### src/hdl/selection_sort_descending_top_macros.svh
// Assertion macros for the descending sorter
`ifndef SELECTION_SORT_DESCENDING_TOP_MACROS_SVH
`define SELECTION_SORT_DESCENDING_TOP_MACROS_SVH

// Same-cycle implication, checked out of reset
`define SSD_ASSERT_NOW(lbl, ante, cons, msg) \
  lbl: assert property (@(posedge clk_i) disable iff (!rst_ni) (ante) |-> (cons)) \
    else $error(msg);

// Next-cycle implication, checked out of reset
`define SSD_ASSERT_NEXT(lbl, ante, cons, msg) \
  lbl: assert property (@(posedge clk_i) disable iff (!rst_ni) (ante) |=> (cons)) \
    else $error(msg);

`endif

### src/hdl/ssd_pkg.sv
// Shared types and constants for the descending sorter
package ssd_pkg;

  localparam int unsigned ElemW = 8;

  typedef logic signed [ElemW-1:0] elem_t;

  // Per-cycle command broadcast to every cell
  typedef struct packed {
    logic insert;
    logic shift;
  } ssd_ctrl_t;

  typedef enum logic {
    ST_LOAD,
    ST_EMIT
  } ssd_state_e;

endpackage

### src/hdl/ssd_cell.sv
// One cell of the sorting chain: holds a single element and its valid flag
module ssd_cell (
  input  logic              clk_i,
  input  logic              rst_ni,
  input  ssd_pkg::ssd_ctrl_t ctrl_i,
  input  ssd_pkg::elem_t    new_val_i,
  input  logic              left_gt_i,
  input  ssd_pkg::elem_t    left_val_i,
  input  logic              left_valid_i,
  input  ssd_pkg::elem_t    right_val_i,
  input  logic              right_valid_i,
  output logic              gt_o,
  output ssd_pkg::elem_t    val_o,
  output logic              valid_o
);
  import ssd_pkg::*;

  elem_t val_q, val_d;
  logic  valid_q, valid_d;

  // Empty slot or strictly smaller element: the new one belongs here or earlier
  assign gt_o = !valid_q || (new_val_i > val_q);

  always_comb begin
    val_d   = val_q;
    valid_d = valid_q;
    priority if (ctrl_i.shift) begin
      val_d   = right_val_i;
      valid_d = right_valid_i;
    end else if (ctrl_i.insert) begin
      priority if (left_gt_i) begin
        val_d   = left_val_i;
        valid_d = left_valid_i;
      end else if (gt_o) begin
        val_d   = new_val_i;
        valid_d = 1'b1;
      end else begin
        // new item lands further right, this element stays
        val_d   = val_q;
        valid_d = valid_q;
      end
    end else begin
      val_d   = val_q;
      valid_d = valid_q;
    end
  end

  always_ff @(posedge clk_i or negedge rst_ni) begin
    if (!rst_ni) begin
      valid_q <= 1'b0;
    end else begin
      valid_q <= valid_d;
    end
  end

  always_ff @(posedge clk_i) begin
    val_q <= val_d;
  end

  assign val_o   = val_q;
  assign valid_o = valid_q;

endmodule

### src/hdl/selection_sort_descending_top.sv
// Descending sorter: the first result is offered in the cycle after the last
// item is taken. Input takes one item per cycle while loading; a set of N kept
// items is then emitted at one item per cycle while out_ready_i is high; no input is taken meanwhile.
// The rate is set by the chain of DEPTH cells, one insert or one shift per cycle.
// Reset (rst_ni low, asynchronous) empties every cell and clears the item count;
// cell contents themselves are not reset.
module selection_sort_descending_top #(
  parameter int unsigned DEPTH = 16
) (
  input  logic                 clk_i,
  input  logic                 rst_ni,
  input  logic                 in_valid_i,
  output logic                 in_ready_o,
  input  logic signed [7:0]    value_i,
  input  logic                 last_i,
  output logic                 out_valid_o,
  input  logic                 out_ready_i,
  output logic signed [7:0]    value_res_o,
  output logic                 last_res_o
);
  import ssd_pkg::*;

`include "selection_sort_descending_top_macros.svh"

  localparam int unsigned CntW = $clog2(DEPTH + 1);

  // Sequencer: load items into the chain, then drain it from cell 0
  ssd_state_e          state_q, state_d;
  logic [CntW-1:0]     count_q, count_d;
  ssd_ctrl_t           ctrl;

  logic                in_acc;
  logic                out_acc;
  logic                room;

  // Chain wiring
  elem_t               cell_val [DEPTH];
  logic [DEPTH-1:0]    cell_valid;
  logic [DEPTH-1:0]    cell_gt;

  assign in_acc  = in_valid_i && in_ready_o;
  assign out_acc = out_valid_o && out_ready_i;
  // Items beyond DEPTH are dropped, but their last flag still ends the set
  assign room    = count_q < CntW'(DEPTH);

  // Next state
  always_comb begin
    state_d = state_q;
    count_d = count_q;
    unique case (state_q)
      ST_LOAD: begin
        if (in_acc) begin
          if (last_i) begin
            state_d = ST_EMIT;
            count_d = '0;
          end else if (room) begin
            count_d = count_q + CntW'(1);
          end
        end
      end
      ST_EMIT: begin
        // Final item leaves when cell 1 is empty
        if (out_acc && !cell_valid[1]) begin
          state_d = ST_LOAD;
        end
      end
      default: state_d = ST_LOAD;
    endcase
  end

  // Outputs and cell commands
  always_comb begin
    in_ready_o  = 1'b0;
    out_valid_o = 1'b0;
    ctrl        = '0;
    unique case (state_q)
      ST_LOAD: begin
        in_ready_o  = 1'b1;
        ctrl.insert = in_acc && room;
      end
      ST_EMIT: begin
        out_valid_o = 1'b1;
        ctrl.shift  = out_acc;
      end
      default: ;
    endcase
  end

  always_ff @(posedge clk_i or negedge rst_ni) begin
    if (!rst_ni) begin
      state_q <= ST_LOAD;
      count_q <= '0;
    end else begin
      state_q <= state_d;
      count_q <= count_d;
    end
  end

  // Chain of cells, kept in descending order from cell 0. Each new item is
  // inserted after all elements that are greater or equal; the smaller ones
  // step one cell to the right in the same cycle.
  for (genvar i = 0; i < DEPTH; i++) begin : g_cell
    elem_t left_val, right_val;
    logic  left_gt, left_valid, right_valid;

    if (i == 0) begin : g_head
      assign left_gt    = 1'b0;
      assign left_val   = value_i;
      assign left_valid = 1'b0;
    end else begin : g_body
      assign left_gt    = cell_gt[i-1];
      assign left_val   = cell_val[i-1];
      assign left_valid = cell_valid[i-1];
    end

    if (i == DEPTH - 1) begin : g_tail
      assign right_val   = value_i;
      assign right_valid = 1'b0;
    end else begin : g_inner
      assign right_val   = cell_val[i+1];
      assign right_valid = cell_valid[i+1];
    end

    ssd_cell u_cell (
      .clk_i         (clk_i),
      .rst_ni        (rst_ni),
      .ctrl_i        (ctrl),
      .new_val_i     (value_i),
      .left_gt_i     (left_gt),
      .left_val_i    (left_val),
      .left_valid_i  (left_valid),
      .right_val_i   (right_val),
      .right_valid_i (right_valid),
      .gt_o          (cell_gt[i]),
      .val_o         (cell_val[i]),
      .valid_o       (cell_valid[i])
    );
  end

  // Head of the chain is the result register
  assign value_res_o = cell_val[0];
  assign last_res_o  = !cell_valid[1];

  // While loading, the count tracks the occupied cells
  `SSD_ASSERT_NOW(a_count_matches, state_q == ST_LOAD, $countones(cell_valid) == count_q, "item count differs from occupied cells")
  // A result on offer always comes from an occupied head cell
  `SSD_ASSERT_NOW(a_head_valid, out_valid_o, cell_valid[0], "result offered from empty head cell")
  // Final result taken leaves the chain empty and ready for a new set
  `SSD_ASSERT_NEXT(a_drain_done, out_acc && last_res_o, in_ready_o && (cell_valid == '0), "chain not empty after final result")
  // A closing item starts the drain at once
  `SSD_ASSERT_NEXT(a_emit_start, in_acc && last_i, out_valid_o && !in_ready_o, "no result after closing item")

endmodule

### config.mk
export PLATFORM = sky130hd
export DESIGN_NAME = selection_sort_descending_top
export DESIGN_NICKNAME = d
export VERILOG_FILES = /design/src/hdl/ssd_pkg.sv /design/src/hdl/ssd_cell.sv /design/src/hdl/selection_sort_descending_top.sv
export VERILOG_INCLUDE_DIRS = /design/src /design/src/hdl
export SDC_FILE = /design/constraint.sdc
export NUM_CORES = 1
export LEC_CHECK = 0
export BUFFER_PORTS_ARGS = -buffer_cell sky130_fd_sc_hd__buf_2
export CORE_MARGIN = 3
export CORE_UTILIZATION = 50
export DETAILED_ROUTE_END_ITERATION = 16
export GPL_ROUTABILITY_DRIVEN = 0
export PLACE_DENSITY = 0.64
export SETUP_SLACK_MARGIN = 0.3
export SYNTH_ARGS = -nofsm -noshare
export SYNTH_HDL_FRONTEND = slang
export SYNTH_SLANG_ARGS = --single-unit
### constraint.sdc
create_clock -name clk_i -period 4 [get_ports clk_i]
set_input_delay 0.2 -clock clk_i [delete_from_list [all_inputs] [get_ports clk_i]]
set_output_delay 0.2 -clock clk_i [all_outputs]
set_load 0.02 [all_outputs]
=== After elaboration in Yosys (flattened, before gate mapping) ===
Cells that the tools add are included.

* Logic and storage cells: 260
* Input bits: 13
* Output and inout port bits: 11
* Bits in registers: 150

* Bitwise logic cells: 1
* Multiplexer cells: 136
* Magnitude comparators: 17
* Reductions and logical operators: 71
* $add $sub $neg: 1

{| class="wikitable"
|+ Operator list
! kind !! number
|-
| 8-bit two-way mux || 63
|-
| 8-bit greater-than comparator || 16
|-
| 1-bit two-way mux || 70
|-
| 3-bit nonzero test || 15
|-
| 2-bit AND reduction || 16
|-
| 1-bit zero test || 16
|-
| 1-bit logical OR || 16
|-
| 5-bit two-way mux || 2
|-
| 2-bit nonzero test || 3
|-
| 5-bit by 1-bit adder with 5-bit output, second input constant || 1
|-
| 5-bit < comparator, second input constant || 1
|-
| 1-bit logical AND || 4
|-
| 3-bit AND reduction || 1
|-
| 1-bit case mux with 2 select lines || 1
|-
| 1-bit NOT || 1
|}

=== Longest topological paths before layout ===
Gate-level depths: netlist of the first run.

* Depth after elaboration: 6
* Depth in mapped cells: 10
* Mapped depth without buffers: 8

=== Modules after synthesis ===
A second synthesis of the first run with hierarchy kept.

* Cell total of the unflattened synthesis: 1183
* Area, all modules: 11200.7 µm²

{| class="wikitable"
|+ By module, submodules not included
! module !! cells an instance !! times used !! area each (µm²) !! seq. area each (µm²)
|-
| ssd_cell || 72 || 16 || 679.4 || 265.3
|-
| selection_sort_descending_top || 31 || 1 || 330.3 || 150.1
|}

=== Worst setup path before layout of the first run ===
Ideal clock, no wire load.

* Path kind: input-to-reg
* Start point: in value_i[0]
* End point: reg g_cell[0].u_cell.val_q[0] (enable)
* Library setup time: 384 ps
* Setup slack: 1342 ps
* Stages on the path: 9
* Data arrival time: 2274 ps
* Required time: 3616 ps
* Path buffers: 2
* Cells stage by stage: clkbuf_1 -> inv_1 -> ha_1 -> nand4_1 -> o22ai_1 -> a31oi_1 -> nor3_1 -> buf_2 -> o21ai_0

* Word-level cells in the longest chain between the ends: 4

{| class="wikitable"
|+ Ends and longest elaborated chain
! element !! RTL line !! source
|-
| from (decl) || selection_sort_descending_top.sv:14 || <nowiki>input logic signed [7:0] value_i,</nowiki>
|-
| 8-bit greater-than comparator || ssd_cell.sv:22 || <nowiki>assign gt_o = !valid_q || (new_val_i > val_q);</nowiki>
|-
| 1-bit logical OR || ssd_cell.sv:22 ||
|-
| 2-bit nonzero test (no line) || n/a ||
|-
| 2-bit AND reduction (no line) || n/a ||
|-
| to (signal assigned) || ssd_cell.sv:57 || <nowiki>val_q <= val_d;</nowiki>
|-
| to (decl) || ssd_cell.sv:18 || <nowiki>elem_t val_q, val_d;</nowiki>
|}

Every way passes these cells.
A chain may end at the register's enable or synchronous reset.

=== Worst setup path in the final report of the first run ===
* Start point: reg g_cell[11].u_cell.val_q[3]
* End point: reg g_cell[11].u_cell.val_q[5] (enable)

* Word-level cells in the longest chain between the ends: 4

{| class="wikitable"
|+ Ends and longest elaborated chain
! element !! RTL line
|-
| from (decl) || ssd_cell.sv:18
|-
| from (signal assigned) || ssd_cell.sv:57
|-
| 8-bit greater-than comparator || ssd_cell.sv:22
|-
| 1-bit logical OR || ssd_cell.sv:22
|-
| 3-bit nonzero test (no line) || n/a
|-
| 2-bit AND reduction (no line) || n/a
|}

Every way passes these cells.

==> results.md, run 1 <==
- Area of the die: 0.0235 mm2
- Max Slew Vio Count: 0
- Number of remaining DRC errors: 0
- Number of clock sinks: 150
- Die outline width: 153 um
- Type of element launching the critical path: register
- Number of port buffers: 23
- Minimum setup slack after placement: 1.04 ns
- Number of failing setup endpoints in the final timing report: 0
- Worst min path class: in -> reg
- Overflow left after global routing: 0
- Ratio of cells with drive above 1 in the final layout: 0.0850
- Summed instance area of the synthesized netlist: 0.0108 mm2
- Most used DFF post-synth: sky130_fd_sc_hd__edfxtp_1
- Clock buffer count from CTS: 17
- Largest fanout on the critical path: 9
- Leakage component of the power: 5.35 nW
- Power per cell area: 850 mW/mm2
- Fin util: 0.564
- Flip-flop and latch area: 0.00439 mm2
- Total area of multi-input combinational cells: 0.00568 mm2
- Achievable clock frequency: 0.373 GHz
- Fin worst setup slack: 1.32 ns
- Count of vias placed by the detailed router: 8457
- Number of global-route vias before repair: ~8300
- Final cycle utilization of the critical path: 0.670
- Boundary pin count: 24
- Routed Wire Length: 27200 um
- Tmin final: 2.68 ns
- Cell area after layout: around 0.012 mm2
- Routed len/inst: 18.6 um
- Maxcap violations: 0
- Clock transition at the registers of the reported paths: 0.06 ns
- Synth Instances: about 1200
- Number of nets with antenna violations after routing: 0
- Total placed instance area: 0.0113 mm2
- Area Overhead vs Synth: 10.2%
- Initial DRC Count: 628
- Detailed placement HPWL: 19500 um
- Relative slew slack: 0.221
- Global-route wire length before repair: 43800 um
- Worst-margin pin slew: roughly 1.2 ns
- Filler Cell Count: 1885
- Hold violation count in the final report: 0
- Synthesized area divided by synthesized cell count: 9.33 um2
- Total power consumption of the routed design: 10.1 mW
- Arrival time worst endpoint: 2.74 ns
- Setup skew after layout: 0.00841 ns
- Area inside the core boundary: around 0.021 mm2
- Number of antenna violations at the first check in global routing: 1
- Ys async rst share: 0.147
- Later-pin clock latency in the skew report: around 0.43 ns
- Setup crit end kind: register
- Count of TritonRoute iterations in the first routing pass: 5
- Initial Util: 0.512
- Largest net degree at the start of global routing: 89
- Sequential area share after synthesis: 0.406
- Largest buffer count on any clock path: 2
- Max VDD drop: 315 uV
- Syn nets: ~1300
- Status: finished, final reports clean
- # nets final: 1317
- Distinct cell type count of the synthesized netlist: 45
- Startpoint-to-endpoint class of the critical path: reg -> reg
- Count of flip-flops with a built-in enable after synthesis: ~130
- Routed vias/inst: between 5 and 6
- Height of the die: between 150 and 200 um
- H-tree depth: 4
- CTS tree: built
- Total negative slack: 0 ns
- RSZ-0062 raised after global routing: no
- Number of antenna repair diodes: 0
- Required time of the worst setup path: 4.06 ns
- Global routing usage summed across all routing layers: 0.232
- Count of standard-cell rows: 53
- Synth Warn #: 0
- Root buf cell: sky130_fd_sc_hd__clkbuf_16
- Number of synthesized register bits: 150
cell type report:
type | instances | share of cell area
Inverter | 143 | 0.0450
Timing Repair Buffer | 52 | 0.0312
Multi-Input combinational cell | 811 | 0.476
Tap cell | 275 | 0.0288
Sequential cell | 150 | 0.368
Clock inverter | 15 | 0.0150
Clock buffer | 17 | 0.0356
stage by stage:
step | hold WS [ns] | instances
final | 0.0362 | 1463
after global routing | 0.0253 | 1463
after CTS | 0.0202 | 1463
after detailed placement | 0.213 | 1430
after global placement | 0.208 | 1430
after floorplan | -0.0956 | 1161
report_power, final:
group	total [mW]	switching, mW	internal (mW)
Combinational	4.68	2.71	1.97
Sequential	3.80	0.829	2.97
Clock	1.67	0.688	0.984
synthesized netlist by cell type, types with 2 or more instances:
library cell	instances	share of area
sky130_fd_sc_hd__a21o_1	18	0.012
sky130_fd_sc_hd__nor2_1	89	0.031
sky130_fd_sc_hd__nor3b_1	5	0.0035
sky130_fd_sc_hd__o2111ai_1	4	0.0032
sky130_fd_sc_hd__clkbuf_1	43	0.015
sky130_fd_sc_hd__ha_1	129	0.15
sky130_fd_sc_hd__or2_2	2	0.0012
sky130_fd_sc_hd__nand2b_1	13	0.0075
sky130_fd_sc_hd__a21oi_1	100	0.046
sky130_fd_sc_hd__a211oi_1	8	0.0055
sky130_fd_sc_hd__nand3_1	5	0.0023
sky130_fd_sc_hd__o32ai_1	6	0.0049
sky130_fd_sc_hd__o21ai_1	18	0.0083
sky130_fd_sc_hd__o211ai_1	8	0.0055
sky130_fd_sc_hd__o22ai_1	10	0.0058
sky130_fd_sc_hd__mux2_2	8	0.0083
sky130_fd_sc_hd__nor3_1	4	0.0018
sky130_fd_sc_hd__nand4_1	26	0.015
sky130_fd_sc_hd__buf_2	13	0.0060
sky130_fd_sc_hd__nand2_1	137	0.047
sky130_fd_sc_hd__inv_1	143	0.050
sky130_fd_sc_hd__a31oi_1	24	0.014
sky130_fd_sc_hd__nor2b_1	10	0.0058
sky130_fd_sc_hd__edfxtp_1	128	0.35
sky130_fd_sc_hd__dfrtp_1	22	0.051
sky130_fd_sc_hd__mux2i_1	112	0.10
sky130_fd_sc_hd__o21ai_0	58	0.027
final timing paths:
kind / slack [ns] / to / depth (start not counted) / from
max: 1.32 / g_cell[11].u_cell.val_o[5] / 8 / g_cell[11].u_cell.val_o[3]
min: 0.04 / count_q[4] / 2 / last_i
max reg2reg: 1.32 / g_cell[11].u_cell.val_o[5] / 8 / g_cell[11].u_cell.val_o[3]
min reg2reg: 0.54 / g_cell[1].u_cell.valid_o / 2 / g_cell[0].u_cell.valid_o
max in group asynchronous: 3.35 / g_cell[14].u_cell.valid_o / 2 / rst_ni
min in group asynchronous: 0.28 / count_q[2] / 2 / rst_ni
layout by cell type, fill, tap and decap left out, types with 18 or more instances in the layout:
master                     count
sky130_fd_sc_hd__nand4_1      26
sky130_fd_sc_hd__o21ai_0      58
sky130_fd_sc_hd__nor2_1       88
sky130_fd_sc_hd__a21o_1       18
sky130_fd_sc_hd__inv_1       143
sky130_fd_sc_hd__buf_4        25
sky130_fd_sc_hd__o21ai_1      18
sky130_fd_sc_hd__nand2_1     136
sky130_fd_sc_hd__a21oi_1     100
sky130_fd_sc_hd__a31oi_1      24
sky130_fd_sc_hd__buf_2        23
sky130_fd_sc_hd__edfxtp_1    128
sky130_fd_sc_hd__mux2i_1     112
sky130_fd_sc_hd__dfrtp_1      22
sky130_fd_sc_hd__ha_1        129
flip-flops by register name, indices dropped and copies added (netlist names):
register,count
g_cell.u_cell.valid_o,16
g_cell.u_cell.val_o,128
state_q,1
count_q,5
worst max-delay path: stages, from the launching register on:
cell                       delay, ns
sky130_fd_sc_hd__edfxtp_1       0.44
sky130_fd_sc_hd__inv_1          0.08
sky130_fd_sc_hd__ha_1           0.23
sky130_fd_sc_hd__a21oi_1        0.16
sky130_fd_sc_hd__o22ai_1        0.08
sky130_fd_sc_hd__or4_4          0.43
sky130_fd_sc_hd__o21ai_4        0.37
sky130_fd_sc_hd__nand2b_1       0.18
sky130_fd_sc_hd__nand3_1        0.32
logic make-up (layout without fill, tap and decap cells):
| family | count (synthesis) | count (layout) | share of synthesized area |
|---|---|---|---|
| compound gates | 264 | 264 | 0.141 |
| fa+ha+maj | 129 | 129 | 0.149 |
| buf+inv | 200 | 227 | 0.0712 |
| flops | 150 | 150 | 0.406 |
| mux | 120 | 120 | 0.112 |
| simple gates | 298 | 298 | 0.121 |
per-layer routing:
layer / wire length [um] / vias to the layer above / global-route usage / part of all wire
li1: - / 4151 / - / -
met1: 12800 / 4057 / 0.325 / 0.47
met2: 12700 / 208 / 0.376 / 0.47
met3: 1290 / 39 / 0.0385 / 0.048
met4: 398 / 2 / 0.0624 / 0.015
met5: 13 / - / 0 / 0.00048
timing repair:
| action | 4_1_cts | 5_1_grt |
|---|---|---|
| buffers inserted | 0 | 0 |
| gates resized for setup | 0 | 0 |
| hold buffers | 1 | 0 |
| endpoints found under the hold margin | 22 | 0 |
Power figures use the tool's default switching activity.
==> run 2: changes to the inputs <==
- clock period: 4 -> 2.7 ns (I/O delays scaled with it)
==> run 2 against run 1 <==
Hold slack better by 0.18 ns. Critical path depth up 1. Sequential share of layout area down 2.0 points. Non-clock buffer count up 66. Maximum frequency up 14%.
==> results.md, run 2 (synthesized netlist as in run 1, its figures left out) <==
- Number of cells on the worst reg-to-reg path: 9 (+1)
- Relative contribution of the clock network to total power: 0.151 (-0.014)
- Maxcap violations: 0 (unchanged)
- Slowest Stage Delay on Critical Path: 0.43 ns (about the same)
- Tmin final: 2.34 ns (-0.336 ns)
- Worst-margin pin slew: 0.586 ns (-0.570 ns)
- Number of failing setup endpoints in the final timing report: 0 (unchanged)
- Sequential group share of total power: 0.351 (-0.023)
- Capturing point of the worst reg2reg path: g_cell[12].u_cell.val_o[5]
- Status: finished, final reports clean
- Later-pin clock latency in the skew report: 0.43 ns (about the same)
- Fin worst setup slack: 0.356 ns (-0.964 ns)
- Area inside the core boundary: 0.0212 mm2 (unchanged)
- Hold violation count in the final report: 0 (unchanged)
- Critical Path, Cell by Cell: inv_1 -> ha_1 -> a21oi_2 -> o22ai_1 -> or4_4 -> o21ai_4 -> buf_8 -> mux2i_2 -> o21ai_1
- Detailed placement HPWL: 21300 um (+8.7%)
- Type of element launching the critical path: register
- Total placed cells including tap cells: 1463 (+2.3%)
- Boundary pin count: 24 (unchanged)
- Int Pwr: 9.41 mW (+59%)
- Setup skew after layout: 0.0118 ns (+0.00336 ns)
- Number of antenna repair diodes: 0 (unchanged)
- Number of global-route vias before repair: 8702 (+4.4%)
- Area of the die: 0.0235 mm2 (unchanged)
- Count of TritonRoute iterations in the first routing pass: 5 (unchanged)
- Die outline width: 153 um (unchanged)
- # nets final: 1383 (+5.0%)
- Flop2flop setup slack: 0.36 ns (-0.96 ns)
- Clock transition at the registers of the reported paths: 0.07 ns (about the same)
- Routed vias/inst: 5.84 (+0.96%)
- Minimum hold slack: 0.211 ns (+0.175 ns)
- Routed Wire Length: 29600 um (+9.1%)
- Required time of the worst setup path: 2.85 ns (-1.21 ns)
- Count of vias placed by the detailed router: 8923 (+5.5%)
- Switching power as a share of total power: 0.415 (-0.00163)
- Setup crit end kind: register
- Initial DRC Count: 746 (+19%)
- Max Slew Vio Count: 0 (unchanged)
- Overflow left after global routing: 0 (unchanged)
- CP bufs+invs: 2 (+1)
- Largest net degree at the start of global routing: 60 (-33%)
- Largest fanout on the critical path: 8 (-1)
- RSZ-0062 raised after global routing: yes
- Clock buffer count from CTS: 17 (unchanged)
- Most common cell after layout, fill and taps aside: sky130_fd_sc_hd__inv_1
- Leakage component of the power: 5.71 nW (+6.7%)
- Top delay family on crit path: compound AO/OA/AOI/OAI gates
- Post-Layout Cell Count: 1529 (+4.5%)
- Gate power share: 0.498 (+0.037)
- Ratio of cells with drive above 1 in the final layout: 0.155 (+0.0697)
- Height of the die: 153 um (unchanged)
- Max reg flops: 128 (unchanged)
- Worst R2R Start: g_cell[11].u_cell.val_o[5]
- Critical-path cell with the highest stage delay: sky130_fd_sc_hd__or4_4
- H-tree depth: 4 (unchanged)
- Worst min path class: in -> async
- Number of clock sinks: 150 (unchanged)
- Startpoint-to-endpoint class of the critical path: reg -> reg
- Routed len/inst: 19.4 um (+4.4%)
- Count of standard-cell rows: 53 (unchanged)
- Relative slew slack: 0.609 (+0.388)
- Root buf cell: sky130_fd_sc_hd__clkbuf_16
- Global routing usage summed across all routing layers: 0.247 (+0.0145)
- Final cycle utilization of the critical path: 0.868 (+0.198)
- Number of remaining DRC errors: 0 (unchanged)
- Worst setup path start: g_cell[11].u_cell.val_o[5]
- Largest buffer count on any clock path: 2 (unchanged)
- Highest-count cells in the layout ignoring fill and taps: sky130_fd_sc_hd__inv_1, sky130_fd_sc_hd__nand2_1, sky130_fd_sc_hd__edfxtp_1
- Minimum setup slack after placement: 0.0814 ns (-0.964 ns)
- Arrival time worst endpoint: 2.50 ns (-0.24 ns)
- Net switching power figure: 6.67 mW (+58%)
- Total negative slack: 0 ns (unchanged)
- Number of antenna violations at the first check in global routing: 0 (-1)
- Area Overhead vs Synth: 16.6%
- Power per cell area: 1270 mW/mm2 (+50%)
- Number of port buffers: 23 (unchanged)
- Achievable clock frequency: 0.427 GHz (+14%)
- Number of nets with antenna violations after routing: 0 (unchanged)
- CTS tree: built
- Max VDD drop: 527 uV (+67%)
- Initial Util: 0.512 (unchanged)
- Global-route wire length before repair: 45900 um (+4.6%)
==> run 2: worst max path at each step <==
| stage | endpoint | cells after the start |
|---|---|---|
| finish | g_cell[12].u_cell.val_o[5] | 9 |
| global placement | g_cell[11].u_cell.val_o[5] | 8 |
| global route | g_cell[11].u_cell.val_o[6] | 8 |
| CTS | g_cell[11].u_cell.val_o[6] | 8 |
| detailed placement | g_cell[11].u_cell.val_o[3] | 8 |
| floorplan | g_cell[12].u_cell.val_o[0] | 8 |
==> run 2: power by group through the flow <==
stage	Clock, mW	Sequential (mW)	Combinational, mW
final	2.43	5.65	8.00
after global routing	2.56	5.76	8.92
after CTS	2.47	5.67	7.30
after detailed placement	0	5.71	7.22
after global placement	0	5.71	7.02
after floorplan	0	5.12	5.31
==> run 2: area by class of cell <==
type,instances,area [um2]
inverter,143,537
clock inverter,9,85.1
fill,1811,8530
sequential,150,4390
clock buffer,23,512
tap,275,344
multi-input combinational,811,5840
timing repair buffer,118,913
==> run 2: stage by stage <==
stage               utilization  power (mW)  area, um2
detailed placement        0.549        12.9      11600
finish                    0.597        16.1      12600
CTS                       0.579        15.4      12200
floorplan                     -        10.4      10800
global route              0.597        17.2      12600
global placement          0.549        12.7      11600
==> run 2: timing repair <==
item                       4_1_cts  5_1_grt
setup endpoints to repair       19      177
hold buffers                     3        0
buffers inserted                 1       30
gates resized for setup          2       37
hold endpoints to repair        28        0
pin swaps                        0        9
==> run 2: metal layers <==
metal,share of wire,vias to the layer above,track usage
li1,-,4304,-
met1,0.45,4314,0.333
met2,0.47,248,0.401
met3,0.049,57,0.0411
met4,0.027,0,0.0929
met5,0,-,0
==> run 3: changes to the inputs <==
- PLACE_DENSITY: 0.64 -> 0.66
- REMOVE_ABC_BUFFERS: unset -> 1
==> run 3 against run 2 <==
Maximum frequency increased by 0.98%. Hold slack worse by 0.0040 ns. Non-clock buffer count decreased by 14. Final area down 1.2%. First-iteration DRC count fell by 1.7%. Routed wire length fell by 6.4%. Global-route usage shrank 1.2 points. Combinational power is 5.3% lower. Clock power barely moved. Via count shrank 3.0%. Flip-flop and latch count did not move. Critical endpoint is now g_cell[9].u_cell.val_o[1]. Highest routed layer unchanged.
==> results.md, run 3 (synthesized netlist as in run 1, its figures left out) <==
- Routed len/inst: 18.3 um (-5.6%)
- Int Pwr: 9.20 mW (-2.2%)
- Number of nets with antenna violations after routing: 0 (unchanged)
- Worst R2R Start: g_cell[8].u_cell.val_o[3]
- Fin worst setup slack: 0.378 ns (+0.0228 ns)
- Highest-count cells in the layout ignoring fill and taps: sky130_fd_sc_hd__inv_1, sky130_fd_sc_hd__nand2_1, sky130_fd_sc_hd__ha_1, sky130_fd_sc_hd__edfxtp_1, sky130_fd_sc_hd__mux2i_1
- Sequential group share of total power: 0.360 (+0.009)
- Setup skew after layout: 0.00907 ns (-0.00270 ns)
- Count of TritonRoute iterations in the first routing pass: 7 (+2)
- Worst min path class: in -> async
- Later-pin clock latency in the skew report: 0.43 ns (about the same)
- Global routing usage summed across all routing layers: 0.235 (-0.0118)
- Worst setup path start: g_cell[8].u_cell.val_o[3]
- Number of global-route vias before repair: 8546 (-1.8%)
- Required time of the worst setup path: 2.80 ns (-0.05 ns)
- Number of antenna repair diodes: 0 (unchanged)
- Count of vias placed by the detailed router: 8659 (-3.0%)
- Switching power as a share of total power: 0.411 (-0.00421)
- Max reg flops: 128 (unchanged)
- Routed Wire Length: 27700 um (-6.4%)
- Leakage component of the power: 5.63 nW (-1.3%)
- Clock transition at the registers of the reported paths: 0.07 ns (about the same)
- Largest fanout on the critical path: 8 (unchanged)
- Die outline width: 153 um (unchanged)
- Final cycle utilization of the critical path: 0.860 (-0.00843)
- Fin util: 0.589 (-0.00739)
- Most common cell after layout, fill and taps aside: sky130_fd_sc_hd__inv_1
- Detailed placement HPWL: 19900 um (-6.5%)
- Worst-margin pin slew: 0.645 ns (+0.0585 ns)
- Total power consumption of the routed design: 15.6 mW (-2.9%)
- Power per cell area: 1250 mW/mm2 (-1.7%)
- Root buf cell: sky130_fd_sc_hd__clkbuf_16
- Critical-path cell with the highest stage delay: sky130_fd_sc_hd__edfxtp_1
- Flip-flop and latch area: 0.00439 mm2 (unchanged)
- Critical Path, Cell by Cell: inv_1 -> ha_1 -> a21oi_1 -> o2111ai_1 -> a211oi_1 -> a21oi_1 -> a21oi_1 -> nand2_1
- Maxcap violations: 0 (unchanged)
- Most frequent CP cell: sky130_fd_sc_hd__a21oi_1
- Setup crit end kind: register
- Area inside the core boundary: 0.0212 mm2 (unchanged)
- Max Slew Vio Count: 0 (unchanged)
- Boundary pin count: 24 (unchanged)
- Number of clock sinks: 150 (unchanged)
- Largest buffer count on any clock path: 2 (unchanged)
- Largest net degree at the start of global routing: 61 (+1.7%)
- Overflow left after global routing: 0 (unchanged)
- Arrival time worst endpoint: 2.42 ns (-0.08 ns)
- Max VDD drop: 565 uV (+7.3%)
- Total area of multi-input combinational cells: 0.00581 mm2 (-0.39%)
- Tmin final: 2.32 ns (-0.0228 ns)
- RSZ-0062 raised after global routing: yes
- Relative slew slack: 0.570 (-0.0390)
- Type of element launching the critical path: register
- Status: finished, final reports clean
- Slowest Stage Delay on Critical Path: 0.47 ns (+0.04 ns)
- Routed vias/inst: 5.72 (-2.1%)
- H-tree depth: 4 (unchanged)
- # nets final: 1369 (-1.0%)
- Initial DRC Count: 733 (-1.7%)
- Net switching power figure: 6.41 mW (-3.9%)
- Number of failing setup endpoints in the final timing report: 0 (unchanged)
- Number of antenna violations at the first check in global routing: 0 (unchanged)
- Startpoint-to-endpoint class of the critical path: reg -> reg
- Relative contribution of the clock network to total power: 0.155 (+0.004)
- CTS tree: built
- Global-route wire length before repair: 44300 um (-3.4%)
- Count of standard-cell rows: 53 (unchanged)
- Number of remaining DRC errors: 0 (unchanged)
- Clock buffer count from CTS: 17 (unchanged)
- Initial Util: 0.512 (unchanged)
- Achievable clock frequency: 0.431 GHz (+0.98%)
- Height of the die: 153 um (unchanged)
- Area Overhead vs Synth: 15.1%
- Hold violation count in the final report: 0 (unchanged)
- Gate power share: 0.485 (-0.013)
- Number of port buffers: 23 (unchanged)
- Filler Cell Count: 1820 (+0.50%)
- Ratio of cells with drive above 1 in the final layout: 0.138 (-0.0168)
- Area of the die: 0.0235 mm2 (unchanged)
- Minimum setup slack after placement: 0.117 ns (+0.0358 ns)
[run 3: changes by cell type in the layout (fill, tap and decap cells not counted), moves of 3 or more]
cell and change:
sky130_fd_sc_hd__buf_4 -12, sky130_fd_sc_hd__clkinvlp_4 +4, sky130_fd_sc_hd__nand2_1 +4, sky130_fd_sc_hd__o21ai_0 +4
sky130_fd_sc_hd__a21oi_1 +3, sky130_fd_sc_hd__a21oi_2 -3, sky130_fd_sc_hd__clkinv_2 +3, sky130_fd_sc_hd__nand2_2 -3
sky130_fd_sc_hd__o21ai_2 -3
[run 3: worst max-delay path: cells and delay by family, from the launching register on]
| kind | cells | cell delay [ns] |
|---|---|---|
| AO/OA/AOI/OAI | 5 | 0.89 |
| flip-flops | 1 | 0.47 |
| AND/OR/NAND/NOR | 1 | 0.30 |
| adder cells (fa/ha/maj) | 1 | 0.23 |
| buffers and inverters | 1 | 0.09 |
[run 3: timing repair]
action,4_1_cts,5_1_grt
gates resized for setup,0,31
hold buffers,3,0
cloned,0,1
buffers inserted,3,14
hold endpoints to repair,28,0
pin swaps,0,8
endpoints found under the setup margin,39,163
[run 3: final cells by class]
type                       instances  share of cell area
inverter                         143              0.0431
sequential                       150               0.353
tap                              275              0.0276
clock buffer                      20              0.0367
timing repair buffer             104              0.0635
clock inverter                    12              0.0101
multi-input combinational        811               0.466
[run 3: worst paths after layout]
| check | end | cells past startpoint | slack [ns] |
|---|---|---|---|
| setup / recovery | g_cell[9].u_cell.val_o[1] | 8 | 0.38 |
| hold / removal | count_q[3] | 2 | 0.21 |
| setup reg to reg | g_cell[9].u_cell.val_o[1] | 8 | 0.38 |
| hold reg to reg | g_cell[15].u_cell.valid_o | 2 | 0.55 |
| max in group asynchronous | g_cell[8].u_cell.valid_o | 2 | 2.13 |
| min in group clk_i | g_cell[15].u_cell.valid_o | 3 | 0.22 |
[run 3: power by group through the flow]
stage          clock, mW  combinational, mW  sequential [mW]
2_1_floorplan          0               5.22             5.15
3_3_place_gp           0               6.86             5.65
3_5_place_dp           0               7.11             5.65
4_1_cts             2.43               7.21             5.61
5_1_grt             2.54               8.54             5.76
6_report            2.42               7.58             5.62
[run 3: metrics by stage]
step                instances  TNS [ns]  hold WS, ns  instance area, um2
floorplan                1104   -255.43       -0.161               10600
global placement         1462         0        0.129               11600
detailed placement       1462         0        0.130               11600
CTS                      1500         0        0.204               12200
global route             1515         0        0.229               12500
finish                   1515         0        0.207               12500
[run 3: layer usage]
layer  wire length [um]  part of all wire  track usage  vias to the layer above
li1                   -                 -            -                     4273
met5                  0                 0            0                        -
met4                498             0.018       0.0687                        0
met3               1010             0.036       0.0362                       45
met1              12700              0.46        0.312                     4165
met2              13500              0.49        0.399                      176
